==> config.mk <==
export PLATFORM = sky130hd
export DESIGN_NAME = qru_front
export DESIGN_NICKNAME = d
export VERILOG_FILES = /design/src/rtl/qru_pkg.sv /design/src/rtl/qru_front.sv
export SDC_FILE = /design/constraint.sdc
export NUM_CORES = 1
export LEC_CHECK = 0
export ABC_AREA = 1
export BUFFER_PORTS_ARGS = -buffer_cell sky130_fd_sc_hd__buf_2
export CORE_MARGIN = 5
export CORE_UTILIZATION = 45
export CTS_BUF_LIST = sky130_fd_sc_hd__clkbuf_8
export DETAILED_ROUTE_END_ITERATION = 6
export PLACE_DENSITY = 0.67
export SYNTH_ARGS = -nofsm -noshare
export SYNTH_HDL_FRONTEND = slang
export SYNTH_SLANG_ARGS = --single-unit
export TNS_END_PERCENT = 20
==> constraint.sdc <==
create_clock -name clk -period 12.5 [get_ports clk]
set_input_delay 1.25 -clock clk [delete_from_list [all_inputs] [get_ports clk]]
set_output_delay 1.25 -clock clk [all_outputs]
set_load 0.01 [all_outputs]
==> src/rtl/qru_pkg.sv <==
// ----------------------------------------------------------------------------
// Quaternion rotation unit package
// Widths, payload types, operation and status codes.
// ----------------------------------------------------------------------------
`default_nettype none

package qru_pkg;

	localparam int WORD_BITS     = 32;
	localparam int FRAC_BITS_DEF = 16;
	localparam int QUEUE_DEPTH   = 4;
	localparam int QMUL_LAT      = 3;
	localparam int INV_LAT       = WORD_BITS + 6;

	localparam logic [1:0] OPCODE_MUL       = 2'd0;
	localparam logic [1:0] OPCODE_ROT_POINT = 2'd1;
	localparam logic [1:0] OPCODE_ROT_FRAME = 2'd2;

	typedef logic signed [WORD_BITS-1:0] word_t;
	// element 0 is w, then x, y, z
	typedef logic [3:0][WORD_BITS-1:0] quat_t;

	typedef enum logic [1:0] {
		OP_MUL,
		OP_ROT_POINT,
		OP_ROT_FRAME,
		OP_NOP
	} op_t;

	typedef enum logic [1:0] {
		ST_OK        = 2'd0,
		ST_ZERO_NORM = 2'd1,
		ST_SAT       = 2'd2
	} status_t;

	typedef struct packed {
		logic [1:0] opcode;
		word_t      q_w;
		word_t      q_x;
		word_t      q_y;
		word_t      q_z;
		word_t      p_w;
		word_t      p_x;
		word_t      p_y;
		word_t      p_z;
	} req_t;

	typedef struct packed {
		word_t   r_w;
		word_t   r_x;
		word_t   r_y;
		word_t   r_z;
		status_t status;
	} rsp_t;

	typedef struct packed {
		op_t   op;
		quat_t q;
		quat_t p;
	} job_t;

	// Hamilton product term signs, [component][term], term i pairs a[i] with b[c^i]
	localparam logic [3:0][3:0] QMUL_NEG = {4'b0100, 4'b0010, 4'b1000, 4'b1110};

endpackage

`default_nettype wire

==> src/rtl/qru_front.sv <==
// ----------------------------------------------------------------------------
// Quaternion rotation unit front end
// Accepts request transactions, decodes the opcode and queues jobs.
// ----------------------------------------------------------------------------
`default_nettype none

module qru_front (
	input  logic               clk,
	input  logic               arst_n,
	input  logic               req_valid,
	output logic               req_ready,
	input  qru_pkg::req_t      req,
	output logic               job_valid,
	input  logic               job_pop,
	output qru_pkg::job_t      job
);

	localparam int DEPTH = qru_pkg::QUEUE_DEPTH;
	localparam int PTRW  = $clog2(DEPTH);
	localparam int CW    = $clog2(DEPTH + 1);

	qru_pkg::job_t fifo_q [DEPTH];
	logic [PTRW-1:0] wr_ptr_q, rd_ptr_q;
	logic [CW-1:0] count_q;
	qru_pkg::job_t job_nx;
	logic push;

	always_comb begin
		case (req.opcode)
			qru_pkg::OPCODE_MUL:       job_nx.op = qru_pkg::OP_MUL;
			qru_pkg::OPCODE_ROT_POINT: job_nx.op = qru_pkg::OP_ROT_POINT;
			qru_pkg::OPCODE_ROT_FRAME: job_nx.op = qru_pkg::OP_ROT_FRAME;
			default:                   job_nx.op = qru_pkg::OP_NOP;
		endcase
		job_nx.q = {req.q_z, req.q_y, req.q_x, req.q_w};
		job_nx.p = {req.p_z, req.p_y, req.p_x, req.p_w};
	end

	assign req_ready = count_q != CW'(DEPTH);
	assign job_valid = count_q != '0;
	assign push      = req_valid && req_ready;
	assign job       = fifo_q[rd_ptr_q];

	always_ff @(posedge clk or negedge arst_n) begin
		if (!arst_n) begin
			wr_ptr_q <= '0;
			rd_ptr_q <= '0;
			count_q  <= '0;
		end else begin
			if (push)
				wr_ptr_q <= wr_ptr_q + PTRW'(1);
			if (job_pop)
				rd_ptr_q <= rd_ptr_q + PTRW'(1);
			count_q <= count_q + CW'(push) - CW'(job_pop);
		end
	end

	always_ff @(posedge clk) begin
		if (push)
			fifo_q[wr_ptr_q] <= job_nx;
	end

endmodule

`default_nettype wire

==> results.yml <==
outcome:
  status: "finished, violations left"
  failed_checks: "design-rule violations"
route:
  routed-via-count: 24400
  routed_wl_um: 89000
  drt.antenna.violating_nets: 0
  detail_route.first_pass.iterations: 7
  detailroute.wirelength.met2_um: 43300
  drt_iter0_drc: 1743
  post_drt_via_cell_ratio: 4.87
  routed.top_layer: "met5"
  met3_wl_post_dr_um: 7530
  routedWlPerCell_um: 17.8
  drc_errors: 2
  route.layer.met1.wl_um: 35700
grt:
  antenna_violations_before_repair: 36
  grt_start_max_net_pins: 243
  track_usage_pct: 17.7
  grt_overflow_total: 0
  grt_pass1_vias: 23900
  grt_first_pass_wirelength_um: 136000
synth:
  ff_latch_count_synth: 1039
  post_synth_main_area_contributors: "sky130_fd_sc_hd__edfxtp_1 (74%), sky130_fd_sc_hd__o211ai_1 (7.4%), sky130_fd_sc_hd__nand2_1 (7.1%), sky130_fd_sc_hd__inv_1 (4.8%), sky130_fd_sc_hd__o211ai_2 (3.1%)"
  synth_top_area_share_pct: 74.4
  synth_largest_area_cell: "sky130_fd_sc_hd__edfxtp_1"
  synth.cell_area_mm2: 0.0417
  synth_area_per_cell_um2: 13.6
  yosysWarnings: 0
  seq_area_frac_synth_pct: 74.8
  post-synth-top-count-cell: "sky130_fd_sc_hd__edfxtp_1"
  synth_async_sr_flop_share_pct: 0.674
  synth_edf_count: 1032
  synth_flop_cell: "sky130_fd_sc_hd__edfxtp_1"
  synthesized_net_count: 3333
  synthesis.instances: 3065
  post_synth_num_cell_types: 17
  leading_post_synthesis_cells_by_instance_count: "sky130_fd_sc_hd__edfxtp_1 (1032), sky130_fd_sc_hd__nand2_1 (789), sky130_fd_sc_hd__inv_1 (529)"
floorplanning:
  die_x_um: 314
  floorplan.die.height_um: 314
  floorplan.io_pins: 522
  coreArea_mm2: 0.0918
  die_area_mm2: 0.0988
  floorplan.initialDensity_pct: 45.4
  num_rows: 111
flow_run:
  max_cap_viol_count: 0
placement:
  placedInstanceArea_mm2: 0.0451
  post_place_setup_slack_ns: 7.93
  portBuffers: 521
  inst_count_dp: 4681
  gp_congestion: 0.748
  dpl.hpwl_um: 51500
critical_path:
  critical_path.reg2reg.startpoint: "count_q[1]"
  critPathCaptureType: "output port"
  timing.reg2reg.worst_path_depth: 6
  crit_path_max_fanout: 232
  worst_setup_path_start_kind: "flip-flop"
  r2r-end: "fifo_q[0][34]"
  slowest_cell_delay_on_critical_path_ns: 1.15
  cp_cell_sequence: "buf_4, buf_12, nand2_1, o211ai_1, nand2_1, buf_2"
  cp_data_arrival_time_ns: 4.24
  critPathKind: "reg -> out"
  critical_path.slowest_cell: "sky130_fd_sc_hd__dfrtp_4"
  crit_top_cell: "sky130_fd_sc_hd__nand2_1"
  r2r_setup_slack_ns: 9.23
  crit_required_ns: 11.25
timing:
  final-max-slew-violation-count: 0
  hold_viol: 0
  setup_violations_final: 0
  min_period_over_period_pct: 43.9
  slew-limit-headroom_pct: 16.3
  post-route-worst-setup-slack_ns: 7.01
  post-route-min-period_ns: 5.49
  max_clock_freq_mhz: 182
  final.setup.tns_ns: 0
  skew_ns: 0.0317
  worst_slew_pin_slew_ns: 1.26
  setup_repair_after_global_routing_missed_its_margin: "false"
clocking:
  cts_repair_resize_count: 0
  cts_root_buf: "sky130_fd_sc_hd__clkbuf_8"
  cts_hold_repair.buffers: 0
  htree_levels: 4
  tritoncts: "built"
  ctsLongestPathBuffers: 3
  cts_sinks: 1039
  cts_setup_buffers: 0
  clock_insertion_delay_worst_skew_ns: 0.84
  worst_setup_hold_path_clk_slew_ns: 0.06
  cts_inserted_buffers: 168
pwr:
  total_power_uw: 11400
  maximum_vdd_drop_uv: 165
  p_per_area_mw_per_mm2: 236
  p_leak_uw: 0.0194
finish:
  stdcell_count: 5005
  post_route_cells_drive_above_1_share_pct: 23.0
  design_area_mm2: 0.0483
  nets: 3876
  area_delta_synth_final_pct: 15.8
  fillers: 7621
hold_path:
  hp-class: "in -> async"
-- worst max-delay path: cells and delay by family (launching register included) --
family,cells,cell delay [ns]
compound gates,1,0.12
buf+inv,3,1.64
flops,1,1.15
simple gates,2,0.25
-- through the flow --
step / hold WS [ns] / utilization [%]
6_report: 0.261 / 52.6
5_1_grt: 0.200 / 52.5
4_1_cts: 0.173 / 52.5
3_5_place_dp: 0.494 / 49.2
3_3_place_gp: 0.494 / 49.2
2_1_floorplan: 0.479 / -
-- cell usage in the layout (no fill, tap or decap) --
cell,count
sky130_fd_sc_hd__clkinv_2,11
sky130_fd_sc_hd__clkinv_8,2
sky130_fd_sc_hd__dfrtp_4,2
sky130_fd_sc_hd__inv_1,579
sky130_fd_sc_hd__nand2_1,789
sky130_fd_sc_hd__edfxtp_1,1032
sky130_fd_sc_hd__fa_1,1
sky130_fd_sc_hd__bufinv_16,5
sky130_fd_sc_hd__buf_4,20
sky130_fd_sc_hd__nor2_1,1
sky130_fd_sc_hd__clkinv_4,1
sky130_fd_sc_hd__inv_6,3
sky130_fd_sc_hd__dfrtp_1,5
sky130_fd_sc_hd__diode_2,31
sky130_fd_sc_hd__ha_1,5
sky130_fd_sc_hd__xor2_1,2
sky130_fd_sc_hd__clkbuf_8,172
sky130_fd_sc_hd__o211ai_2,103
sky130_fd_sc_hd__clkinvlp_4,3
sky130_fd_sc_hd__buf_12,6
sky130_fd_sc_hd__clkinv_1,42
sky130_fd_sc_hd__nor2_4,4
sky130_fd_sc_hd__o211ai_1,413
sky130_fd_sc_hd__buf_2,521
sky130_fd_sc_hd__nand3_1,4
sky130_fd_sc_hd__inv_8,5
-- report_power, final --
part           switching (uW)  internal [uW]
Combinational            2650           1240
Clock                    1290           1380
Sequential                227           4590
-- cell families after synthesis --
group / after synthesis / share of synthesized area (%)
buffers and inverters: 704 / 7.24
flip-flops: 1039 / 74.8
AND/OR/NAND/NOR: 798 / 7.20
AO/OA/AOI/OAI: 516 / 10.5
adder cells (fa/ha/maj): 6 / 0.198
XOR/XNOR: 2 / 0.0420
-- how the worst max path moves through the flow --
stage / start / end / cells past startpoint
after floorplan: req_valid / fifo_q[0][0] / 2
after global placement: rd_ptr_q[0] / job[56] / 5
after detailed placement: rd_ptr_q[0] / job[186] / 6
after CTS: rd_ptr_q[0] / job[197] / 6
after global routing: rd_ptr_q[0] / job[199] / 6
final: rd_ptr_q[0] / job[43] / 6
-- layer usage --
metal	vias up	GRT usage, %
met5	-	0
met4	18	6.50
met1	11700	21.5
li1	11900	-
met2	681	29.0
met3	153	6.73
-- state kept, by name, summed over array words and instances (netlist names) --
name / count
count_q: 3
fifo_q: 1032
rd_ptr_q: 2
wr_ptr_q: 2
-- cell type report --
| type | instances | area, um^2 | share of cell area [%] |
|---|---|---|---|
| Inverter | 530 | 2000 | 4.14 |
| Clock buffer | 172 | 2370 | 4.91 |
| Timing Repair Buffer | 547 | 2880 | 5.96 |
| Sequential cell | 1039 | 31200 | 64.6 |
| Tap cell | 1243 | 1560 | 3.22 |
| Multi-Input combinational cell | 1322 | 7520 | 15.6 |
| Antenna cell | 31 | 77.6 | 0.161 |
| Clock inverter | 121 | 686 | 1.42 |
No activity file was read; power rests on OpenSTA's default activity.
